==> config.mk <==
export PLATFORM = sky130hd
export DESIGN_NAME = i2c_master_transfer_sequencer
export DESIGN_NICKNAME = d
export VERILOG_FILES = /design/src/hw/rtl/i2cms_pkg.sv /design/src/hw/rtl/i2c_master_transfer_sequencer.sv /design/src/hw/rtl/i2cms_step.sv
export SDC_FILE = /design/constraint.sdc
export NUM_CORES = 1
export LEC_CHECK = 0
export ABC_CLOCK_PERIOD_IN_PS = 5700
export CAP_MARGIN = 5
export CORE_MARGIN = 3
export CORE_UTILIZATION = 28
export CTS_CLUSTER_DIAMETER = 80
export DETAILED_ROUTE_END_ITERATION = 7
export DONT_BUFFER_PORTS = 1
export HOLD_SLACK_MARGIN = 0.08
export MAX_ROUTING_LAYER = met4
export PLACE_DENSITY = 0.38
export SYNTH_ARGS = -nofsm -noshare
export SYNTH_HDL_FRONTEND = slang
export SYNTH_SLANG_ARGS = --single-unit
==> constraint.sdc <==
create_clock -name clk -period 5.7 [get_ports clk]
set_clock_uncertainty 0.15 [all_clocks]
set_input_delay 1.14 -clock clk [delete_from_list [all_inputs] [get_ports clk]]
set_output_delay 1.14 -clock clk [all_outputs]
set_load 0.01 [all_outputs]
==> src/hw/rtl/i2cms_pkg.sv <==
`timescale 1ns / 1ps

package i2cms_pkg;

  localparam int unsigned IdxW = 16;

  localparam logic [2:0] CMD_WRITE_REG  = 3'd0;
  localparam logic [2:0] CMD_READ_REG   = 3'd1;
  localparam logic [2:0] CMD_PLAIN_READ = 3'd2;
  localparam logic [2:0] CMD_START_SENT = 3'd3;
  localparam logic [2:0] CMD_ADDR_SENT  = 3'd4;
  localparam logic [2:0] CMD_BYTE_DONE  = 3'd5;
  localparam logic [2:0] CMD_BYTE_RECV  = 3'd6;
  localparam logic [2:0] CMD_BUS_ERROR  = 3'd7;

  localparam logic [2:0] ST_IDLE     = 3'd0;
  localparam logic [2:0] ST_START    = 3'd1;
  localparam logic [2:0] ST_START_RD = 3'd2;
  localparam logic [2:0] ST_ADDRESS  = 3'd3;
  localparam logic [2:0] ST_READING  = 3'd4;

  localparam logic [1:0] ADDR_NONE  = 2'd0;
  localparam logic [1:0] ADDR_WRITE = 2'd1;
  localparam logic [1:0] ADDR_READ  = 2'd2;

  localparam logic [1:0] ACK_KEEP    = 2'd0;
  localparam logic [1:0] ACK_ENABLE  = 2'd1;
  localparam logic [1:0] ACK_DISABLE = 2'd2;

  localparam logic [1:0] FIN_NONE = 2'd0;
  localparam logic [1:0] FIN_OK   = 2'd1;
  localparam logic [1:0] FIN_ERR  = 2'd2;

  typedef enum logic [4:0] {
    PH_IDLE     = 5'b00001,
    PH_START    = 5'b00010,
    PH_START_RD = 5'b00100,
    PH_ADDRESS  = 5'b01000,
    PH_READING  = 5'b10000
  } phase_t;

  typedef struct packed {
    logic [2:0]      cmd;
    logic [7:0]      slave_address;
    logic [7:0]      register_address;
    logic [IdxW-1:0] byte_count;
    logic [7:0]      transmit_data;
    logic [7:0]      receive_data;
  } in_item_t;

  typedef struct packed {
    logic [2:0]      status;
    logic            start_req;
    logic [1:0]      address_req;
    logic [7:0]      address_byte;
    logic            transmit_req;
    logic [7:0]      transmit_byte;
    logic [1:0]      ack_ctrl;
    logic            stop_req;
    logic            store_valid;
    logic [7:0]      store_byte;
    logic [IdxW-1:0] buffer_index;
    logic [1:0]      finish;
  } out_item_t;

  typedef struct packed {
    phase_t          phase;
    logic [7:0]      target_address;
    logic [7:0]      reg_address;
    logic [IdxW-1:0] length;
    logic [IdxW-1:0] position;
    logic            is_read;
  } seq_state_t;

endpackage

==> src/hw/rtl/i2c_master_transfer_sequencer.sv <==
`timescale 1ns / 1ps
// pipeline: an input beat is held in the input reg, then its step result in the result reg
// (input reg, result reg); the step logic updates the state only as a beat advances
// throughput: one beat per cycle unless out_stall holds the result reg
// in_stall rises only when the input reg is full and the result reg is held by out_stall
// reset: synchronous active-low rst_n empties both regs and returns the phase to idle
// with all addresses, length and position cleared; no clearing pass is needed

module i2c_master_transfer_sequencer import i2cms_pkg::*; (
  input  logic      clk,
  input  logic      rst_n,
  input  logic      in_valid,
  output logic      in_stall,
  input  in_item_t  in_data,
  output logic      out_valid,
  input  logic      out_stall,
  output out_item_t out_data
);

  logic       s1_valid_r, s1_valid_nxt;
  in_item_t   s1_data_r;
  logic       out_valid_r, out_valid_nxt;
  out_item_t  out_data_r;
  seq_state_t st_r, st_nxt;
  out_item_t  step_res;
  logic       in_take;
  logic       s1_adv;

  assign s1_adv   = s1_valid_r && (!out_valid_r || !out_stall);
  assign in_stall = s1_valid_r && !s1_adv;
  assign in_take  = in_valid && !in_stall;

  i2cms_step u_step (
    .item   (s1_data_r),
    .st     (st_r),
    .st_nxt (st_nxt),
    .res    (step_res)
  );

  always_comb begin
    s1_valid_nxt = s1_valid_r;
    if (in_take) begin
      s1_valid_nxt = 1'b1;
    end else if (s1_adv) begin
      s1_valid_nxt = 1'b0;
    end
    out_valid_nxt = out_valid_r;
    if (s1_adv) begin
      out_valid_nxt = 1'b1;
    end else if (!out_stall) begin
      out_valid_nxt = 1'b0;
    end
  end

  always_ff @(posedge clk) begin
    if (!rst_n) begin
      s1_valid_r  <= 1'b0;
      out_valid_r <= 1'b0;
      st_r        <= '{phase: PH_IDLE, default: '0};
    end else begin
      s1_valid_r  <= s1_valid_nxt;
      out_valid_r <= out_valid_nxt;
      if (s1_adv) begin
        st_r <= st_nxt;
      end
    end
  end

  always_ff @(posedge clk) begin
    if (in_take) begin
      s1_data_r <= in_data;
    end
    if (s1_adv) begin
      out_data_r <= step_res;
    end
  end

  assign out_valid = out_valid_r;
  assign out_data  = out_data_r;

  a_adv_fills_out: assert property (@(posedge clk) disable iff (!rst_n)
    s1_adv |=> out_valid_r)
    else $error("result reg not loaded after step");

  a_stall_only_full: assert property (@(posedge clk) disable iff (!rst_n)
    in_stall |-> (s1_valid_r && out_valid_r && out_stall))
    else $error("input stalled without back pressure");

  a_finish_idle: assert property (@(posedge clk) disable iff (!rst_n)
    (out_valid_r && out_data_r.finish != FIN_NONE) |-> (out_data_r.status == ST_IDLE))
    else $error("finish reported outside idle");

  a_store_reading: assert property (@(posedge clk) disable iff (!rst_n)
    (out_valid_r && out_data_r.store_valid) |->
      (out_data_r.status == ST_READING || out_data_r.status == ST_IDLE))
    else $error("store outside read phase");

  a_idle_after_finish: assert property (@(posedge clk) disable iff (!rst_n)
    (s1_adv && step_res.finish != FIN_NONE) |=> (st_r.phase == PH_IDLE))
    else $error("state not idle after finish");

endmodule

==> src/hw/rtl/i2cms_step.sv <==
`timescale 1ns / 1ps

module i2cms_step import i2cms_pkg::*; (
  input  in_item_t   item,
  input  seq_state_t st,
  output seq_state_t st_nxt,
  output out_item_t  res
);

  function automatic logic [2:0] phase_code(input phase_t ph);
    logic [2:0] code;
    unique case (ph)
      PH_START:    code = ST_START;
      PH_START_RD: code = ST_START_RD;
      PH_ADDRESS:  code = ST_ADDRESS;
      PH_READING:  code = ST_READING;
      default:     code = ST_IDLE;
    endcase
    return code;
  endfunction

  logic [IdxW-1:0] pos_inc;
  logic [IdxW-1:0] len_dec;
  logic [IdxW-1:0] pos_after;

  assign pos_inc = st.position + 1'b1;
  assign len_dec = st.length - 1'b1;

  always_comb begin
    st_nxt    = st;
    res       = '0;
    pos_after = st.position;
    unique case (item.cmd)
      CMD_WRITE_REG, CMD_READ_REG, CMD_PLAIN_READ: begin
        st_nxt.phase          = (item.cmd == CMD_PLAIN_READ) ? PH_START_RD : PH_START;
        st_nxt.target_address = item.slave_address;
        st_nxt.reg_address    = item.register_address;
        st_nxt.length         = item.byte_count;
        st_nxt.position       = '0;
        st_nxt.is_read        = (item.cmd != CMD_WRITE_REG);
        res.start_req         = 1'b1;
      end
      CMD_START_SENT: begin
        if (st.phase == PH_START) begin
          res.address_req  = ADDR_WRITE;
          res.address_byte = st.target_address;
          st_nxt.phase     = PH_ADDRESS;
        end else if (st.phase == PH_START_RD) begin
          res.ack_ctrl     = ACK_ENABLE;
          res.address_req  = ADDR_READ;
          res.address_byte = st.target_address;
          st_nxt.phase     = PH_READING;
        end
      end
      CMD_ADDR_SENT: begin
        if (st.phase == PH_ADDRESS) begin
          res.transmit_req  = 1'b1;
          res.transmit_byte = st.reg_address;
        end else if (st.phase == PH_READING && st.length == IdxW'(1)) begin
          res.ack_ctrl = ACK_DISABLE;
        end
      end
      CMD_BYTE_DONE: begin
        if (st.phase == PH_ADDRESS) begin
          if (st.is_read) begin
            res.start_req = 1'b1;
            st_nxt.phase  = PH_START_RD;
          end else begin
            if (st.position < st.length) begin
              res.transmit_req  = 1'b1;
              res.transmit_byte = item.transmit_data;
              res.buffer_index  = st.position;
              pos_after         = pos_inc;
            end
            st_nxt.position = pos_after;
            if (pos_after == st.length) begin
              res.stop_req = 1'b1;
              res.finish   = FIN_OK;
              st_nxt.phase = PH_IDLE;
            end
          end
        end
      end
      CMD_BYTE_RECV: begin
        if (st.phase == PH_READING) begin
          res.store_valid  = 1'b1;
          res.store_byte   = item.receive_data;
          res.buffer_index = st.position;
          st_nxt.position  = pos_inc;
          if (st.length != '0 && pos_inc == len_dec) begin
            res.ack_ctrl = ACK_DISABLE;
          end
          if (pos_inc == st.length) begin
            res.stop_req = 1'b1;
            res.finish   = FIN_OK;
            st_nxt.phase = PH_IDLE;
          end
        end
      end
      CMD_BUS_ERROR: begin
        res.finish   = FIN_ERR;
        st_nxt.phase = PH_IDLE;
      end
    endcase
    res.status = phase_code(st_nxt.phase);
  end

endmodule
; Yosys cells after proc, flatten, opt, wreduce, memory -nomap -nowiden
; Index checks and enable logic that the tools add are counted.
[word_totals]
ff_bits = 160
inputBits = 55
output_inout_bits = 55
word_cells = 125
[classes]
add_sub_neg = 2
magnitude_cmp = 1
n_eq_ne = 23
muxes = 51
bitwise_logic = 1
n_reduce_logical = 20
[op_table]
columns = cell, n
row1 = $mux W16, 8
row2 = $eq A16 B16 Y1, 3
row3 = $pmux W16 S3, 1
row4 = $mux W9, 5
row5 = $mux W18, 2
row6 = $mux W5, 7
row7 = $pmux W16 S2, 1
row8 = $mux W30, 1
row9 = $pmux W5 S5, 1
row10 = $pmux W9 S2, 1
row11 = $add A16 B1 Y16 const B, 1
row12 = $eq A16 B1 Y1 const B, 1
row13 = $lt A16 B16 Y1, 1
row14 = $reduce_bool A16 Y1, 1
row15 = $sub A16 B1 Y16 const B, 1
row16 = $mux W1, 13
row17 = $eq A3 B3 Y1 const B, 4
row18 = $pmux W2 S3, 2
row19 = $pmux W3 S4, 1
row20 = $eq A5 B2 Y1 const B, 2
row21 = $eq A5 B3 Y1 const B, 2
row22 = $eq A5 B4 Y1 const B, 2
row23 = $eq A5 B5 Y1 const B, 2
row24 = $mux W10, 1
row25 = other kinds (18), 34

; Logic depth before layout (Yosys ltp)
[depth]
depth_word = 12
mapped_depth = 20
depth_no_buf = 17

; Hierarchy
; From an unflattened synthesis, not the netlist that was laid out.
[hier_totals]
hier_cells = 912
hier_area_um2 = 9157.5
[modules_own_cells]
columns = mod, instances, cells_each, area_each_um2, seq_area_each_um2
row1 = i2c_master_transfer_sequencer, 1, 346, 5424.0, 4244.1
row2 = i2cms_step, 1, 566, 3733.6, 0.0

; Worst setup path after synthesis
; Ideal clock, no wire load.
[synth_timing]
path_kind = register to register
from = register st_r[29] in the netlist's numbering
to = register out_data_r, in the netlist out_data[50], data pin
arrival_time_ns = 3.947
required_time_ns = 5.295
slack_ns = 1.348
stages_incl_launch_ff = 21
period_less_slack_ns = 4.352
cell_sequence = dfxtp_1 clkbuf_1 inv_1 ha_1 nand4_1 or3b_4 a2111oi_4 or3_1 buf_6 inv_6 buf_12 ha_1 xnor2_1 nand2_1 a21oi_1 o2111ai_1 a2111oi_1 o2111ai_2 a32oi_2 xnor2_1 and3_1
[synth_lines]
columns = element, line_no
row1 = start: declaration, i2c_master_transfer_sequencer.sv:24  ; seq_state_t st_r, st_nxt;
row2 = start signal: assignment, i2c_master_transfer_sequencer.sv:64  ; st_r <= st_nxt;
row3 = end signal: assignment, i2c_master_transfer_sequencer.sv:74  ; out_data_r <= step_res;
row4 = end: declaration, i2c_master_transfer_sequencer.sv:23  ; out_item_t out_data_r;

==> results.yml <==
sta:
  slew_viol_final: 0
  tightest_slew_ps: 902
  finalCriticalPeriod_ps: 5070
  rsz0062_at_grt: "false"
  fin_crit_sh: 0.889
  fmax_ghz: 0.197
  hold_viol: 0
  final-setup-viol-count: 0
  slew_headroom: 0.397
  tns_ps: 0
min_path:
  holdPathEnd: "st_r[44]"
  holdPathStages: 2
  hp-class: "reg2reg"
  hp-start: "st_r[44]"
logic_synthesis:
  yosys_warnings: 0
  avgSynthCellArea_um2: 10.3
  synth_top_cells_by_count: "nand2_1, edfxtp_1, a21oi_1"
  synth_top_cell_area_share: 0.399
  synth.area.top_cells: "edfxtp_1, dfxtp_1, nand2_1, a21oi_1, ha_1"
  synthFlopType: "edfxtp_1"
  synth_edf_count: 104
  synth_most_common_cell: "nand2_1"
  synth_area_um2: 7820
  synthCells: 759
  synth_seq_area_share: 0.543
  synth-seq-cells: 160
  synth_area_leader_cell: "edfxtp_1"
  async_flop_share: 0
  syn_nets: 834
  yosysUniqueCellTypes: 71
global_routing:
  overflow: 0
  antenna_found_initial: 4
  grt_usage: 0.167
  grt_start_max_net_pins: 40
  grt_pass1_vias: 5742
  grt_pass1_wl_um: 36700
setup_path:
  critPathMaxFanout: 11
  critPathLaunchType: "register"
  worstPathArrival_ps: 5120
  reg2regPathDepth: 16
  rr_endpoint: "out_data[52]"
  endpoint_kind: "register"
  r2r-start: "st_r[29]"
  reg2reg_slack_ps: 630
  worstSetupPathType: "reg2reg"
  crit_required_ps: 5750
final_layout:
  final_nets: 827
  final_util: 0.324
  layout-drive-gt1-share: 0.0824
  design_area_um2: 8810
  fillerInstances: 2866
  area_growth_pct: 12.7
  seq_area_um2: 4240
  multi_input_area_um2: 3300
place:
  place_area_um2: 8210
  place_congestion: 0.921
  hpwlAfterDp_um: 17800
  io_buffer_count: 0
pwr:
  worst_ir_drop_vdd_v: 0.000169
  p_leak_nw: 3.02
  power_density_nw_per_um2: 299
detailed_routing:
  vias_per_cell: 5.04
  dr_wl_met2_um: 10900
  wirelength_um: 24300
  drt_first_iter_violations: 259
  route.detailed.drc: 0
  highest_layer: "met4"
  wl_met1_um: 11500
  dr.pass1.iters: 7
  vias: 5745
  routedWlPerCell_um: 21.3
  met3_wirelength_um: 1340
  ant_nets: 0
floorplan:
  coreArea_um2: 27200
  start_util: 0.288
  num_rows: 60
  die_w_um: 173
  die_h_um: 173
  die-area_um2: 30000
  pin_count: 110
clocking:
  cts_buffers: 17
  cts_setup_buffers: 0
  clk_latency_ps: 420
  post_cts_resized: 0
  cts-htree-levels: 4
  root_buffer: "clkbuf_16"
  clk_path_buf_depth: 2
  clock-sinks: 160
  clkTransAtPathRegs_ps: 70
  ctsHoldBuffers: 0
  cts_tree: "done"
run:
  cap_violations: 0
status:
  status: "completed"
cells in the final DEF (no fill, tap or decap), types with 3 or more instances in the layout:
cell type,n
o211ai_1,8
o21a_1,4
nor2b_1,7
clkbuf_16,17
nor2_1,42
diode_2,4
nand2b_1,3
dfxtp_1,56
edfxtp_1,104
xnor2_1,26
a211oi_1,4
ha_1,20
nand3_1,16
o21ai_0,32
nand3b_1,6
a21oi_1,61
a22o_1,9
buf_4,12
inv_8,6
or3_1,9
nand2_1,107
nor3_1,18
mux2i_1,3
a21o_1,3
xor2_1,15
and2_1,35
a31oi_1,3
inv_1,24
clkinv_4,3
clkinv_8,3
nand4_1,12
a21boi_0,9
and4_1,4
and3_1,16
nor4_1,12
layer usage:
layer / global-route usage / vias to the layer above
met1: 0.216 / 2807
met2: 0.251 / 166
li1: - / 2746
met5: - / -
met4: 0.0493 / 0
met3: 0.0509 / 26
flip-flops by register name, summed over array words and instances (netlist names):
signal	flops
out_data	53
out_valid	1
s1_data_r	51
s1_valid_r	1
st_r	54
logic make-up (layout without fill, tap and decap cells):
logic type,after synthesis,after routing,synth area share
simple gates,304,304,0.198
other cells,0,4,0
flops,160,160,0.543
fa+ha+maj,20,20,0.0320
mux,3,3,0.00384
compound gates,165,165,0.142
buf+inv,66,72,0.0365
xor+xnor,41,41,0.0459
stage by stage:
step / hold WS, ps / setup WS [ps] / instances / power [mW]
after global placement: 293 / 813 / 1105 / 1.52
final: 308 / 631 / 1141 / 2.64
after global routing: 328 / 204 / 1141 / 2.75
after floorplan: 282 / 1350 / 759 / 1.47
after CTS: 307 / 617 / 1137 / 2.68
after detailed placement: 296 / 668 / 1105 / 1.52
power by group:
group          switching [mW]  internal (mW)
registers              0.0363           1.28
clock network           0.552          0.590
logic                   0.119         0.0565
total                   0.708           1.93
worst max-delay path, cell delays in order, from the launching register on:
cell and delay [ps]:
dfxtp_1 480, inv_1 150, ha_1 300, nand4_1 170, or3b_4 450, a2111oi_4 430
or3_1 360, inv_6 110, ha_1 320, xnor2_1 140, nand2_1 110, a21oi_1 150
o2111ai_1 130, a2111oi_1 420, o2111ai_2 300, a32oi_2 340, nor4b_1 330
area by class of cell:
type / count / area share
Timing Repair Buffer: 12 / 0.0102
Sequential cell: 160 / 0.482
Clock inverter: 15 / 0.0186
Tap cell: 372 / 0.0528
Inverter: 28 / 0.0125
Antenna cell: 4 / 0.00114
Clock buffer: 17 / 0.0483
Multi-Input combinational cell: 533 / 0.375
how the worst max path moves through the flow:
stage | from | to
6_report | st_r[29] | out_data[52]
5_1_grt | st_r[29] | out_data[52]
4_1_cts | st_r[29] | out_data[52]
3_5_place_dp | st_r[29] | out_data[52]
3_3_place_gp | st_r[29] | out_data[50]
2_1_floorplan | st_r[29] | out_data[50]
Power figures use the tool's default switching activity.
